[config.mk]
export PLATFORM = sky130hd
export DESIGN_NAME = char_lcd_request_controller
export DESIGN_NICKNAME = d
export VERILOG_FILES = /design/src/rtl/clrc_pkg.sv /design/src/rtl/char_lcd_request_controller.sv /design/src/rtl/clrc_ctrl.sv /design/src/rtl/clrc_dp.sv
export SDC_FILE = /design/constraint.sdc
export NUM_CORES = 2
export LEC_CHECK = 0
export BUFFER_PORTS_ARGS = -buffer_cell sky130_fd_sc_hd__buf_2
export CAP_MARGIN = 20
export CORE_UTILIZATION = 30
export CTS_CLUSTER_SIZE = 24
export DETAILED_ROUTE_END_ITERATION = 10
export PLACE_DENSITY_LB_ADDON = 0.25
export SLEW_MARGIN = 20
export SYNTH_ARGS = -nofsm -noshare
export SYNTH_HDL_FRONTEND = slang
export SYNTH_HIERARCHICAL = 1
export SYNTH_SLANG_ARGS = --single-unit
[constraint.sdc]
create_clock -name clk -period 6.9 [get_ports clk]
set_input_delay 0.345 -clock clk [delete_from_list [all_inputs] [get_ports clk]]
set_output_delay 0.345 -clock clk [all_outputs]
set_load 0.02 [all_outputs]
[src/rtl/clrc_pkg.sv]
// Shared types, codes and constants of the character LCD request controller.
package clrc_pkg;

	localparam int DEF_SLOTS      = 4;
	localparam int DEF_MAX_STRING = 32;
	localparam int DEF_COLUMNS    = 16;

	localparam int CFG_W     = 8;
	localparam int CFG_IDX_W = 3;

	localparam logic [7:0] LCD_CLEAR       = 8'h01;
	localparam logic [7:0] LINE0_BASE      = 8'h80;
	localparam logic [7:0] LINE1_BASE      = 8'hC0;
	localparam logic [7:0] FSET_BASE       = 8'h30;
	localparam logic [7:0] DCTRL_BASE      = 8'h08;
	localparam logic [7:0] POWER_UP_RESET  = 8'd19;
	localparam logic [7:0] WAIT_MAX        = 8'hFF;

	typedef enum logic [2:0] {
		CMD_TICK     = 3'd0,
		CMD_STRING   = 3'd1,
		CMD_CLEAR    = 3'd2,
		CMD_RAW      = 3'd3,
		CMD_POSITION = 3'd4
	} cmd_code_t;

	typedef enum logic [1:0] {
		ST_OK       = 2'd0,
		ST_NO_SLOT  = 2'd1,
		ST_BAD_POS  = 2'd2,
		ST_TOO_LONG = 2'd3
	} status_t;

	typedef enum logic [2:0] {
		IP_POWER = 3'd0,
		IP_FSET  = 3'd1,
		IP_DCTRL = 3'd2,
		IP_CLEAR = 3'd3,
		IP_END   = 3'd4,
		IP_RUN   = 3'd5
	} init_phase_t;

	typedef enum logic [2:0] {
		KIND_NONE  = 3'd0,
		KIND_WRITE = 3'd1,
		KIND_CLEAR = 3'd2,
		KIND_CMD   = 3'd3,
		KIND_POS   = 3'd4,
		KIND_DONE  = 3'd5
	} kind_t;

	typedef enum logic [1:0] {
		SPH_START = 2'd0,
		SPH_BUSY  = 2'd1,
		SPH_DONE  = 2'd2
	} slot_phase_t;

	typedef enum logic [2:0] {
		CFG_DISPLAY_ON     = 3'd0,
		CFG_CURSOR_ON      = 3'd1,
		CFG_BLINK_ON       = 3'd2,
		CFG_TWO_LINES      = 3'd3,
		CFG_LARGE_FONT     = 3'd4,
		CFG_POWER_UP_TICKS = 3'd5
	} cfg_reg_t;

	typedef enum logic {
		CTL_IDLE = 1'b0,
		CTL_EXEC = 1'b1
	} ctl_state_t;

	typedef struct packed {
		logic [2:0] command;
		logic [7:0] data_byte;
		logic       last_char;
		logic [1:0] row;
		logic [4:0] column;
	} req_t;

	typedef struct packed {
		logic [1:0] status;
		logic       lcd_rs;
		logic       lcd_enable;
		logic [7:0] lcd_data;
		logic       operational;
	} rsp_t;

	typedef struct packed {
		logic capture;
		logic execute;
	} ctl_cmd_t;

endpackage

[src/rtl/char_lcd_request_controller.sv]
// Top level of the character LCD request controller.
// The req channel carries one item per handshake: a tick, a string character, a clear,
// a raw command or a cursor position. Each accepted item yields exactly one result item
// on the rsp channel: the request status and the LCD pin levels after that item.
// Ticks pace the power-up wait, the init commands and the enable strobes; requests are
// queued in the lowest free slot and served lowest slot first.
// An item is taken when req_valid is high and req_stall is low; a result is taken when
// rsp_valid is high and rsp_stall is low.
// Each item is captured while the character store is read, and is then executed to
// update the state. The result valid register is set by that execute step, and the
// next item is taken only after it, back in the idle state, so no item is taken while
// the last one is executing; execution uses the registered read data of the store.
// While the receiver stalls, the result holds and a new item is taken only in the cycle
// the waiting result leaves.
// Reset clears the slots, the sequencer and the pin levels and loads the register
// defaults; no clearing pass is needed. Configuration writes are taken at any edge.
module char_lcd_request_controller import clrc_pkg::*; #(
	parameter int SLOTS      = DEF_SLOTS,
	parameter int MAX_STRING = DEF_MAX_STRING,
	parameter int COLUMNS    = DEF_COLUMNS
) (
	input  logic                 clk,
	input  logic                 arst_n,
	input  logic                 req_valid,
	output logic                 req_stall,
	input  req_t                 req,
	output logic                 rsp_valid,
	input  logic                 rsp_stall,
	output rsp_t                 rsp,
	input  logic                 cfg_write,
	input  logic [CFG_IDX_W-1:0] cfg_index,
	input  logic [CFG_W-1:0]     cfg_data
);

	ctl_cmd_t cmd;

	clrc_ctrl u_ctrl (
		.clk       (clk),
		.arst_n    (arst_n),
		.req_valid (req_valid),
		.req_stall (req_stall),
		.rsp_valid (rsp_valid),
		.rsp_stall (rsp_stall),
		.cmd       (cmd)
	);

	clrc_dp #(
		.SLOTS      (SLOTS),
		.MAX_STRING (MAX_STRING),
		.COLUMNS    (COLUMNS)
	) u_dp (
		.clk       (clk),
		.arst_n    (arst_n),
		.cmd       (cmd),
		.req       (req),
		.cfg_write (cfg_write),
		.cfg_index (cfg_index),
		.cfg_data  (cfg_data),
		.rsp       (rsp)
	);

endmodule

[src/rtl/clrc_ctrl.sv]
// Controller state machine: item handshake, execute sequencing and result valid.
module clrc_ctrl import clrc_pkg::*; (
	input  logic     clk,
	input  logic     arst_n,
	input  logic     req_valid,
	output logic     req_stall,
	output logic     rsp_valid,
	input  logic     rsp_stall,
	output ctl_cmd_t cmd
);

	ctl_state_t state_q, state_n;
	logic       rsp_valid_q;
	logic       take_ok;

	always_ff @(posedge clk or negedge arst_n) begin
		if (!arst_n) begin
			state_q     <= CTL_IDLE;
			rsp_valid_q <= 1'b0;
		end else begin
			state_q <= state_n;
			if (state_q == CTL_EXEC) begin
				rsp_valid_q <= 1'b1;
			end else if (!rsp_stall) begin
				rsp_valid_q <= 1'b0;
			end
		end
	end

	always_comb begin
		take_ok     = (state_q == CTL_IDLE) && (!rsp_valid_q || !rsp_stall);
		cmd.capture = take_ok && req_valid;
		cmd.execute = (state_q == CTL_EXEC);
		state_n     = state_q;
		case (state_q)
			CTL_IDLE: begin
				if (cmd.capture) begin
					state_n = CTL_EXEC;
				end
			end
			CTL_EXEC: begin
				state_n = CTL_IDLE;
			end
			default: begin
				state_n = CTL_IDLE;
			end
		endcase
	end

	assign req_stall = !take_ok;
	assign rsp_valid = rsp_valid_q;

endmodule

[src/rtl/clrc_dp.sv]
// Datapath: configuration, power-up sequencer, request slots, character store and pins.
module clrc_dp import clrc_pkg::*; #(
	parameter int SLOTS      = DEF_SLOTS,
	parameter int MAX_STRING = DEF_MAX_STRING,
	parameter int COLUMNS    = DEF_COLUMNS
) (
	input  logic                 clk,
	input  logic                 arst_n,
	input  ctl_cmd_t             cmd,
	input  req_t                 req,
	input  logic                 cfg_write,
	input  logic [CFG_IDX_W-1:0] cfg_index,
	input  logic [CFG_W-1:0]     cfg_data,
	output rsp_t                 rsp
);

	localparam int SLOT_W    = (SLOTS > 1) ? $clog2(SLOTS) : 1;
	localparam int LEN_W     = $clog2(MAX_STRING + 1);
	localparam int MEM_DEPTH = SLOTS * MAX_STRING;
	localparam int ADDR_W    = (MEM_DEPTH > 1) ? $clog2(MEM_DEPTH) : 1;
	localparam logic [5:0]       COL_LIMIT = 6'(COLUMNS);
	localparam logic [LEN_W-1:0] LEN_LIMIT = LEN_W'(MAX_STRING);

	req_t              item_s1;

	logic              display_on_q, cursor_on_q, blink_on_q, two_lines_q, large_font_q;
	logic [7:0]        power_up_q;

	init_phase_t       ip_q;
	logic [7:0]        wait_q;
	logic              en_q;
	logic              rs_q;
	logic [7:0]        data_q;
	status_t           status_q;
	logic [SLOT_W-1:0] serving_q;
	logic [SLOTS-1:0]  occ_q;
	kind_t             kind_q   [SLOTS];
	slot_phase_t       phase_q  [SLOTS];
	logic [5:0]        pos_q    [SLOTS];
	logic [LEN_W-1:0]  len_q    [SLOTS];
	logic [LEN_W-1:0]  cursor_q [SLOTS];
	logic [7:0]        cmdb_q   [SLOTS];
	logic              open_q;
	logic [SLOT_W-1:0] open_slot_q;
	logic [LEN_W-1:0]  open_len_q;

	logic [7:0]        chars_mem [MEM_DEPTH];
	logic [7:0]        rd_data_q;

	kind_t             kind_s;
	slot_phase_t       phase_s;
	logic [5:0]        pos_s;
	logic [LEN_W-1:0]  len_s;
	logic [LEN_W-1:0]  cursor_s;
	logic [7:0]        cmdb_s;
	logic              free_found, next_found;
	logic [SLOT_W-1:0] free_idx, next_idx;
	logic [7:0]        svc_byte, fs_byte, dc_byte;
	logic              stb_req, stb_rs, stb_release;
	logic [7:0]        stb_byte;
	logic              is_tick, is_string, pos_ok, is_enq;
	kind_t             enq_kind;
	logic [SLOT_W-1:0] str_slot;
	logic              str_go, str_room;
	logic [LEN_W-1:0]  str_len, str_len_n;
	logic              enq_we, close_we, cur_inc, mem_we;
	logic [ADDR_W-1:0] wr_addr, rd_addr;

	always_ff @(posedge clk) begin
		if (cmd.capture) begin
			item_s1 <= req;
		end
	end

	always_comb begin
		kind_s   = kind_q[serving_q];
		phase_s  = phase_q[serving_q];
		pos_s    = pos_q[serving_q];
		len_s    = len_q[serving_q];
		cursor_s = cursor_q[serving_q];
		cmdb_s   = cmdb_q[serving_q];

		free_found = 1'b0;
		free_idx   = '0;
		next_found = 1'b0;
		next_idx   = '0;
		for (int i = SLOTS - 1; i >= 0; i--) begin
			if (!occ_q[i]) begin
				free_found = 1'b1;
				free_idx   = SLOT_W'(i);
			end
			if (occ_q[i] && (SLOT_W'(i) != serving_q)) begin
				next_found = 1'b1;
				next_idx   = SLOT_W'(i);
			end
		end

		fs_byte = FSET_BASE | {4'b0000, two_lines_q, large_font_q, 2'b00};
		dc_byte = DCTRL_BASE | {5'b00000, display_on_q, cursor_on_q, blink_on_q};

		case (kind_s)
			KIND_CLEAR: svc_byte = LCD_CLEAR;
			KIND_CMD:   svc_byte = cmdb_s;
			default:    svc_byte = (pos_s[5] ? LINE1_BASE : LINE0_BASE) + {3'b000, pos_s[4:0]};
		endcase

		is_tick   = (item_s1.command == CMD_TICK);
		is_string = (item_s1.command == CMD_STRING);

		stb_req  = 1'b0;
		stb_rs   = 1'b0;
		stb_byte = 8'h00;
		if (is_tick) begin
			case (ip_q)
				IP_FSET: begin
					if (wait_q >= power_up_q) begin
						stb_req  = 1'b1;
						stb_byte = fs_byte;
					end
				end
				IP_DCTRL: begin
					stb_req  = 1'b1;
					stb_byte = dc_byte;
				end
				IP_CLEAR: begin
					stb_req  = 1'b1;
					stb_byte = LCD_CLEAR;
				end
				IP_RUN: begin
					case (kind_s)
						KIND_WRITE: begin
							if (phase_s == SPH_BUSY && cursor_s < len_s) begin
								stb_req  = 1'b1;
								stb_rs   = 1'b1;
								stb_byte = rd_data_q;
							end
						end
						KIND_CLEAR, KIND_CMD, KIND_POS: begin
							if (phase_s == SPH_BUSY) begin
								stb_req  = 1'b1;
								stb_byte = svc_byte;
							end
						end
						default: begin
						end
					endcase
				end
				default: begin
				end
			endcase
		end
		stb_release = stb_req && en_q;

		pos_ok = (item_s1.row[1] == 1'b0) && ({1'b0, item_s1.column} < COL_LIMIT);
		case (item_s1.command)
			CMD_CLEAR: begin
				is_enq   = 1'b1;
				enq_kind = KIND_CLEAR;
			end
			CMD_RAW: begin
				is_enq   = 1'b1;
				enq_kind = KIND_CMD;
			end
			CMD_POSITION: begin
				is_enq   = pos_ok;
				enq_kind = KIND_POS;
			end
			default: begin
				is_enq   = 1'b0;
				enq_kind = KIND_NONE;
			end
		endcase

		str_slot  = open_q ? open_slot_q : free_idx;
		str_go    = open_q || free_found;
		str_len   = open_q ? open_len_q : '0;
		str_room  = (str_len < LEN_LIMIT);
		str_len_n = str_room ? str_len + LEN_W'(1) : str_len;

		enq_we   = cmd.execute && is_enq && free_found;
		close_we = cmd.execute && is_string && str_go && item_s1.last_char;
		cur_inc  = cmd.execute && is_tick && (ip_q == IP_RUN) && (kind_s == KIND_WRITE)
			&& stb_release;
		mem_we   = cmd.execute && is_string && str_go && str_room;
		wr_addr  = ADDR_W'(str_slot * MAX_STRING) + ADDR_W'(str_len);
		rd_addr  = ADDR_W'(serving_q * MAX_STRING) + ADDR_W'(cursor_s);
	end

	always_ff @(posedge clk) begin
		if (mem_we) begin
			chars_mem[wr_addr] <= item_s1.data_byte;
		end
		rd_data_q <= chars_mem[rd_addr];
	end

	always_ff @(posedge clk) begin
		if (enq_we) begin
			cmdb_q[free_idx] <= item_s1.data_byte;
			pos_q[free_idx]  <= {item_s1.row[0], item_s1.column};
		end
		if (close_we) begin
			len_q[str_slot]    <= str_len_n;
			cursor_q[str_slot] <= '0;
		end
		if (cur_inc) begin
			cursor_q[serving_q] <= cursor_s + LEN_W'(1);
		end
	end

	always_ff @(posedge clk or negedge arst_n) begin
		if (!arst_n) begin
			display_on_q <= 1'b1;
			cursor_on_q  <= 1'b0;
			blink_on_q   <= 1'b0;
			two_lines_q  <= 1'b1;
			large_font_q <= 1'b0;
			power_up_q   <= POWER_UP_RESET;
			ip_q         <= IP_POWER;
			wait_q       <= 8'h00;
			en_q         <= 1'b0;
			rs_q         <= 1'b0;
			data_q       <= 8'h00;
			status_q     <= ST_OK;
			serving_q    <= '0;
			occ_q        <= '0;
			for (int i = 0; i < SLOTS; i++) begin
				kind_q[i]  <= KIND_NONE;
				phase_q[i] <= SPH_START;
			end
			open_q      <= 1'b0;
			open_slot_q <= '0;
			open_len_q  <= '0;
		end else begin
			if (cfg_write) begin
				case (cfg_index)
					CFG_DISPLAY_ON:     display_on_q <= cfg_data[0];
					CFG_CURSOR_ON:      cursor_on_q  <= cfg_data[0];
					CFG_BLINK_ON:       blink_on_q   <= cfg_data[0];
					CFG_TWO_LINES:      two_lines_q  <= cfg_data[0];
					CFG_LARGE_FONT:     large_font_q <= cfg_data[0];
					CFG_POWER_UP_TICKS: power_up_q   <= cfg_data[7:0];
					default: begin
					end
				endcase
			end
			if (cmd.execute) begin
				status_q <= ST_OK;
				if (stb_req) begin
					if (!en_q) begin
						rs_q   <= stb_rs;
						data_q <= stb_byte;
						en_q   <= 1'b1;
					end else begin
						en_q <= 1'b0;
					end
				end
				case (item_s1.command)
					CMD_TICK: begin
						case (ip_q)
							IP_POWER: begin
								en_q <= 1'b0;
								ip_q <= IP_FSET;
							end
							IP_FSET: begin
								if (stb_release) begin
									ip_q <= IP_DCTRL;
								end
								if (wait_q != WAIT_MAX) begin
									wait_q <= wait_q + 8'd1;
								end
							end
							IP_DCTRL: begin
								if (stb_release) begin
									ip_q <= IP_CLEAR;
								end
							end
							IP_CLEAR: begin
								if (stb_release) begin
									ip_q <= IP_END;
								end
							end
							IP_END: begin
								ip_q <= IP_RUN;
							end
							IP_RUN: begin
								case (kind_s)
									KIND_WRITE: begin
										if (phase_s == SPH_START) begin
											phase_q[serving_q] <= SPH_BUSY;
										end else if (phase_s == SPH_BUSY && !(cursor_s < len_s)) begin
											kind_q[serving_q] <= KIND_DONE;
										end
									end
									KIND_CLEAR, KIND_CMD, KIND_POS: begin
										if (phase_s == SPH_START) begin
											phase_q[serving_q] <= SPH_BUSY;
										end else if (phase_s == SPH_BUSY && stb_release) begin
											kind_q[serving_q]  <= KIND_DONE;
											phase_q[serving_q] <= SPH_DONE;
										end
									end
									KIND_DONE: begin
										occ_q[serving_q]  <= 1'b0;
										kind_q[serving_q] <= KIND_NONE;
										if (next_found) begin
											serving_q         <= next_idx;
											phase_q[next_idx] <= SPH_START;
										end else begin
											serving_q <= '0;
										end
									end
									default: begin
									end
								endcase
							end
							default: begin
								ip_q <= IP_POWER;
							end
						endcase
					end
					CMD_STRING: begin
						if (!str_go) begin
							status_q <= ST_NO_SLOT;
						end else begin
							if (!open_q) begin
								occ_q[free_idx]   <= 1'b1;
								kind_q[free_idx]  <= KIND_NONE;
								phase_q[free_idx] <= SPH_START;
								open_q            <= 1'b1;
								open_slot_q       <= free_idx;
							end
							if (!str_room) begin
								status_q <= ST_TOO_LONG;
							end
							if (item_s1.last_char) begin
								kind_q[str_slot]  <= KIND_WRITE;
								phase_q[str_slot] <= SPH_START;
								open_q            <= 1'b0;
							end else begin
								open_len_q <= str_len_n;
							end
						end
					end
					CMD_CLEAR, CMD_RAW, CMD_POSITION: begin
						if (!is_enq) begin
							status_q <= ST_BAD_POS;
						end else if (!free_found) begin
							status_q <= ST_NO_SLOT;
						end else begin
							occ_q[free_idx]   <= 1'b1;
							kind_q[free_idx]  <= enq_kind;
							phase_q[free_idx] <= SPH_START;
						end
					end
					default: begin
					end
				endcase
			end
		end
	end

	assign rsp.status      = status_q;
	assign rsp.lcd_rs      = rs_q;
	assign rsp.lcd_enable  = en_q;
	assign rsp.lcd_data    = data_q;
	assign rsp.operational = (ip_q == IP_RUN);

endmodule
# --- After elaboration in Yosys (flattened, before gate mapping) ---
# Memory sizes are Yosys's and may differ from the RTL's. A register that Yosys moved wholly into a read port is not among the register bits.
# Cells that the tools add are included.
totals:
  regBits: 92
  ram_bits: 1128
  in_bits: 35
  out_inout_bits: 15
  word_cells: 324
  mem_count: 5
memory_table:
  columns: ["memory", "words", "word_bits", "rd", "rd_clocked_by_memory_dff", "wr", "line_no", "text"]
  rows:
  - ["u_dp.chars_mem", 128, 8, 1, 1, 1, "clrc_dp.sv:47", "logic [7:0] chars_mem [MEM_DEPTH];"]
  - ["u_dp.cmdb_q", 4, 8, 1, 0, 1, "clrc_dp.sv:42", "logic [7:0] cmdb_q [SLOTS];"]
  - ["u_dp.cursor_q", 4, 6, 1, 0, 1, "clrc_dp.sv:41", "logic [LEN_W-1:0] cursor_q [SLOTS];"]
  - ["u_dp.len_q", 4, 6, 1, 0, 1, "clrc_dp.sv:40", "logic [LEN_W-1:0] len_q [SLOTS];"]
  - ["u_dp.pos_q", 4, 6, 1, 0, 1, "clrc_dp.sv:39", "logic [5:0] pos_q [SLOTS];"]
classes:
  add_sub_neg: 6
  magnitude_cmp: 16
  eq_ne: 42
  muxes: 130
  n_bitwise: 34
  reduce_logical: 59
op_table:
  columns: ["cell", "count"]
  rows:
  - ["$mux 12", 13]
  - ["$mux 8", 16]
  - ["$pmux 12 s3", 2]
  - ["$pmux 8 s3", 2]
  - ["$mux 2", 20]
  - ["$mux 1", 35]
  - ["$and 8x8->8", 4]
  - ["$not 8->8", 4]
  - ["$pmux 8 s2", 2]
  - ["$pmux 8 s4", 1]
  - ["$logic_and 1x1->1", 27]
  - ["$and 12x12->12", 2]
  - ["$eq 3x2->1 const B", 8]
  - ["$mux 3", 8]
  - ["$mux 4", 6]
  - ["$mux 6", 4]
  - ["$not 12->12", 2]
  - ["$eq 3x3->1 const B", 7]
  - ["$demux 3 s2", 3]
  - ["$pmux 3 s6", 1]
  - ["$and 4x4->4", 4]
  - ["$demux 2 s2", 4]
  - ["$not 4->4", 4]
  - ["$or 4x4->4", 4]
  - ["other kinds (51)", 104]

# --- Depth between registers and ports, before layout ---
depth:
  word_depth: 19
  mapped_depth: 24
  ltp_nobuf: 18

# --- By module ---
# The synthesis kept the hierarchy.
modules_own_cells:
  columns: ["mod", "instances", "cells_each", "area_each_um2", "seq_area_each_um2"]
  rows:
  - ["clrc_dp", 1, 3147, 50314.5, 36386.1]
  - ["clrc_ctrl", 1, 8, 85.1, 50.0]

# --- Least setup slack after synthesis ---
# OpenSTA, ideal clock, no wires.
synth_path:
  path_type: "register to register"
  startpoint: "reg u_dp.serving_q[0]"
  endpoint: "reg u_dp/phase_q[1] in the netlist's numbering"
  setup_ps: 126
  arrival_time_ps: 4892
  required_time_ps: 6774
  path_slack_ps: 1882
  path_stages_with_launch: 24
  path_buffers: 7
  synth_period_minus_slack_ps: 5018
  cell_sequence: "dfrtp_1 > buf_6 > buf_8 > buf_6 > buf_2 > buf_2 > buf_2 > mux4_2 > inv_1 > ha_1 > a21o_1 > a21o_1 > a2111oi_4 > o211ai_2 > o211ai_2 > nor2_1 > nor2_1 > ha_1 > o21ai_0 > a21o_1 > a22oi_2 > a21oi_2 > buf_2 > o32a_1"
synth_between:
  elab_chain_cells: 17
  word_cells_on_any_way: 70
  classes_between: "order compare: 5; eq/ne: 13; mux: 30; bitwise: 7; reduce/logical: 13; memory: 2"
synth_rtl:
  columns: ["item", "line_no", "text"]
  rows:
  - ["start: declaration", "clrc_dp.sv:35", "logic [SLOT_W-1:0] serving_q;"]
  - ["start signal: assignment", "clrc_dp.sv:306", "serving_q <= next_idx;"]
  - ["$ne 2x2->1", "clrc_dp.sv:92", "if (occ_q[i] && (SLOT_W'(i) != serving_q)) begin"]
  - ["$logic_and 1x1->1", "clrc_dp.sv:92", null]
  - ["$mux 2 (4 in a row)", "clrc_dp.sv:92", null]
  - ["$not 2->3 (not written as such)", "clrc_dp.sv:307", "phase_q[next_idx] <= SPH_START;"]
  - ["$ge 3x3->1 (not written as such) / $lt 3x1->1 (equally long branches)", "clrc_dp.sv:307", null]
  - ["$logic_and 1x1->1 (not written as such)", "clrc_dp.sv:307", null]
  - ["$mux 2 (not written as such)", "clrc_dp.sv:307", null]
  - ["$demux 2 s2", "clrc_dp.sv:307", null]
  - ["$not 8->8 (no line)", null, null]
  - ["$and 8x8->8 (no line)", null, null]
  - ["$mux 8", "clrc_dp.sv:305", "if (next_found) begin"]
  - ["$pmux 8 s3", "clrc_dp.sv:286", "case (kind_s)"]
  - ["$mux 8", "clrc_dp.sv:259", "case (ip_q)"]
  - ["$pmux 8 s3", "clrc_dp.sv:257", "case (item_s1.command)"]
  - ["end signal: indexed assignment", "clrc_dp.sv:289", "phase_q[serving_q] <= SPH_BUSY;"]
  - ["end signal: indexed assignment", "clrc_dp.sv:296", "phase_q[serving_q] <= SPH_BUSY;"]
  - ["end signal: indexed assignment", "clrc_dp.sv:307", null]
  - ["end: declaration", "clrc_dp.sv:38", "slot_phase_t phase_q [SLOTS];"]
# Several ways; a longest one is shown, not always the timed one. The select of a mux whose other input is x is not followed.
# A chain may end at the register's enable or synchronous reset.

# --- Final worst setup path ---
layout_path:
  startpoint: "reg u_dp.serving_q[0]"
  endpoint: "mem u_dp/cursor_q[0][5] in the netlist's numbering (enable)"
layout_between:
  elab_chain_cells: 16
  word_cells_on_any_way: 30
  classes_between: "order compare: 1; eq/ne: 5; mux: 15; bitwise: 1; reduce/logical: 6; memory: 2"
layout_rtl:
  columns: ["item", "line_no"]
  rows:
  - ["parallel branches: the longest is 16 deep, another holds $mem_v2 4x6", null]
  - ["end: declaration", "clrc_dp.sv:41"]
# Several ways; the timed one is not identified. The select of a mux whose other input is x is not followed.

==> run metrics <==
status finished, final reports clean; fin. max-slew vios 0; vias in the first global route 27,956; WL per Instance between 20 and 30 um; dominant synthesized flop cell edfxtp_1; Storage cell area roughly 36,000 um2; HPWL after DPL 86,400 um; cell count after synthesis ~3,200; endpoints failing setup 0; critical path class register to register; worst hold margin 0.127 ns; Worst setup SP type register; Final Skew 0.0320 ns; Die Height 412 um; flop-to-flop setup slack 1.65 ns; Worst-Margin Slew 1.07 ns; final wirelength 145,000 um; CP cell instances mux2i_1, mux2_8, clkinv_16, nand2b_1, a21oi_1, o211ai_2, o211ai_2, nor2_1, nor2_1, ha_1, nand3_1, o21bai_1; final instance area ~57,000 um2; largest net degree at the start of global routing between 100 and 150; drt initial violations 3,086; Max-cap violations 0; clock transition at the registers of the reported paths 0.06 ns; Cell variety after synth 90; DRT antenna net count 0; Syn Area/Cell 16.0 um2; Critical Path End Type register; Final Cycle Share about 76%; IO Port Bufs 49; CTS tree yes; CP max-delay cell dfrtp_2; final non-filler cell total 5,570; Nets 3,314; cell area after placement 52,900 um2; DRC violation count after routing 0; Worst Setup EP u_dp/cursor_q[0][5]$_DFFE_PP_; syn_nets 3,209; Final Hold Viols 0; global-route wire length before repair 208,000 um; slowest stage delay, CP approximately 0.88 ns; Util after Layout roughly a third; clock sinks 1,228; TritonCTS buffer count ~130; clock root buffer clkbuf_16; Inst Count DP 5,291; yosys warns 6; Post-synth EDFFs 1,147; total grt overflow 0; #FFs+latches synth 1,228; gpl congestion 0.817; R2R Path Start u_dp/serving_q[0]$_DFFE_PN0P_; setup TNS 0 ns; die area about 170,000 um2; Post-Synthesis Cell Area 50,400 um2; Async SR Flop Fraction 5.94%; P per Cell Area roughly 280 nW/um2; TritonRoute pass-1 iters 5; Die W 412 um; Fmax around 190 MHz; Ports 50; vias per inst 5.19; register area share after synthesis 72.3%; R2R Path End u_dp/cursor_q[0][5]$_DFFE_PP_; VDD IR max 153 uV; core area 167,000 um2; CP startpoint u_dp/serving_q[0]$_DFFE_PN0P_; CP max FO 101; critical path arrival 5.63 ns; Initial Util between 30% and 40%; post-cts resize count 0; layout cells sized above 1 16.2%; max_slew headroom 28.4%; via count 28,900; overall global routing resource usage 17.0%; Clock Latency Late Sink 0.77 ns; Rows 150; LEAKAGE 0.0185 uW; initial antenna violation count 6; Max H-tree Level 4; Syn-to-layout area delta 14.0%; RSZ-0062 raised after global routing false; area of the multi-input gates 12,700 um2; HP Class input pin to async pin; Fill cells ~16,000; clock buffer depth 3; R2R depth 12; minimum clock period about 5.2 ns; WP data required 7.28 ns
## cells in the mapped netlist, types with 7 or more instances
| library cell | count | area, um2 |
|---|---|---|
| a21o_1 | 11 | 82.6 |
| nor2b_1 | 76 | 475 |
| nand2b_1 | 17 | 106 |
| o211ai_1 | 10 | 75.1 |
| nor2_1 | 220 | 826 |
| dfrtp_1 | 68 | 1700 |
| nand4_1 | 15 | 93.8 |
| xnor2_1 | 11 | 96.3 |
| and3_1 | 26 | 163 |
| ha_1 | 19 | 238 |
| a31oi_1 | 32 | 200 |
| buf_4 | 34 | 255 |
| nand2_1 | 426 | 1600 |
| a22o_1 | 10 | 87.6 |
| nor3_1 | 34 | 170 |
| buf_6 | 35 | 394 |
| a311oi_1 | 68 | 596 |
| inv_1 | 27 | 101 |
| a21oi_1 | 83 | 415 |
| mux4_2 | 161 | 3630 |
| buf_2 | 45 | 225 |
| nor4_1 | 14 | 87.6 |
| mux2_2 | 30 | 338 |
| edfxtp_1 | 1147 | 34400 |
| dfxtp_1 | 8 | 160 |
| o22ai_1 | 15 | 93.8 |
| o21ai_0 | 71 | 355 |
| mux2_4 | 11 | 165 |
| and2_1 | 9 | 56.3 |
| a22oi_1 | 41 | 308 |
| a32o_1 | 8 | 80.1 |
| o221ai_1 | 7 | 61.3 |
| clkbuf_1 | 64 | 240 |
| mux2i_1 | 50 | 500 |
| a211oi_1 | 68 | 510 |
| nand3_1 | 51 | 255 |
## through the flow
| stage | total power [uW] | setup WS, ns |
|---|---|---|
| after floorplan | 9040 | 1.88 |
| after global placement | 9350 | 1.61 |
| after detailed placement | 9360 | 1.47 |
| after CTS | 16300 | 1.46 |
| after global routing | 16700 | 1.12 |
| final | 16100 | 1.65 |
## area by class of cell
| cell class | count | share of cell area (%) |
|---|---|---|
| Clock buffer | 183 | 6.28 |
| Multi-Input combinational cell | 1709 | 22.2 |
| Tap cell | 2204 | 4.80 |
| Sequential cell | 1228 | 63.4 |
| Clock inverter | 56 | 0.972 |
| Antenna cell | 3 | 0.0131 |
| Inverter | 32 | 0.268 |
| Timing Repair Buffer | 155 | 2.07 |
## how the worst min path moves through the flow
stage | start | end | slack (ns) | depth (start not counted)
floorplan | arst_n | u_ctrl/rsp_valid$_DFFE_PN0P_ | 0.05 | 0
global placement | arst_n | u_dp/blink_on_q$_DFFE_PN0P_ | 0.24 | 1
detailed placement | arst_n | u_dp/blink_on_q$_DFFE_PN0P_ | 0.24 | 1
CTS | arst_n | u_dp/display_on_q$_DFFE_PN1P_ | 0.07 | 2
global route | arst_n | u_dp/display_on_q$_DFFE_PN1P_ | 0.12 | 2
finish | arst_n | u_dp/display_on_q$_DFFE_PN1P_ | 0.13 | 2
## flip-flops by register name, indices dropped and copies added (netlist names), 19 cells and up, named ones only
register,cells
u_dp/cmdb_q,32
u_dp/chars_mem,1024
u_dp/len_q,24
u_dp/pos_q,24
u_dp/cursor_q,24
u_dp/item_s1,19
## what timing repair did
action | in CTS | in global routing
setup buffers | 0 | 0
hold buffers | 37 | 0
endpoints found under the hold margin | 52 | 0
## critical path: cells and delay by family, from the launching register on
family          cells  cell delay (ns)
buf+inv             1             0.41
mux                 2             0.93
flops               1             0.88
simple gates        4             0.90
compound gates      4             1.37
fa+ha+maj           1             0.30
## layer usage
| layer | global-route usage (%) | share of wire [%] |
|---|---|---|
| met3 | 3.25 | 6.8 |
| met2 | 26.7 | 47 |
| met4 | 4.69 | 2.3 |
| met5 | 0 | 0.0089 |
| met1 | 23.8 | 44 |
## layout by cell type, fill, tap and decap left out, drive strengths merged, types with 7 or more instances in the layout
cell and count:
ha 19, dfxtp 8, a21oi 85, a31oi 32, edfxtp 1147, nand4 15
a22oi 42, nor2 224, o22ai 15, xnor2 11, clkbuf 183, a32o 8
a311oi 68, nand2b 18, clkinv 39, a211oi 68, o221ai 7, nand3 52
o211ai 12, dfrtp 68, a22o 10, nor3 35, inv 39, a21o 12
and3 26, buf 118, bufinv 8, nand2 427, and2 9, o21ai 75
nor2b 76, mux4 161, nor4 14, xor2 7, dlygate4sd3 37, mux2i 50
mux2 41
## report_power, final
group	switching, uW	internal, uW	leakage, uW	total, uW
clock	2950	3980	0.00203	6920
combinational	594	271	0.00511	865
sequential	103	8260	0.0113	8360
## logic make-up after synthesis
logic type / count (synthesis) / share of synthesized area (%)
flops: 1228 / 72.3
simple gates: 927 / 8.21
compound gates: 493 / 6.92
mux: 252 / 9.19
buf+inv: 218 / 2.59
fa+ha+maj: 19 / 0.472
xor+xnor: 18 / 0.328
No activity file was read; power rests on OpenSTA's default activity.
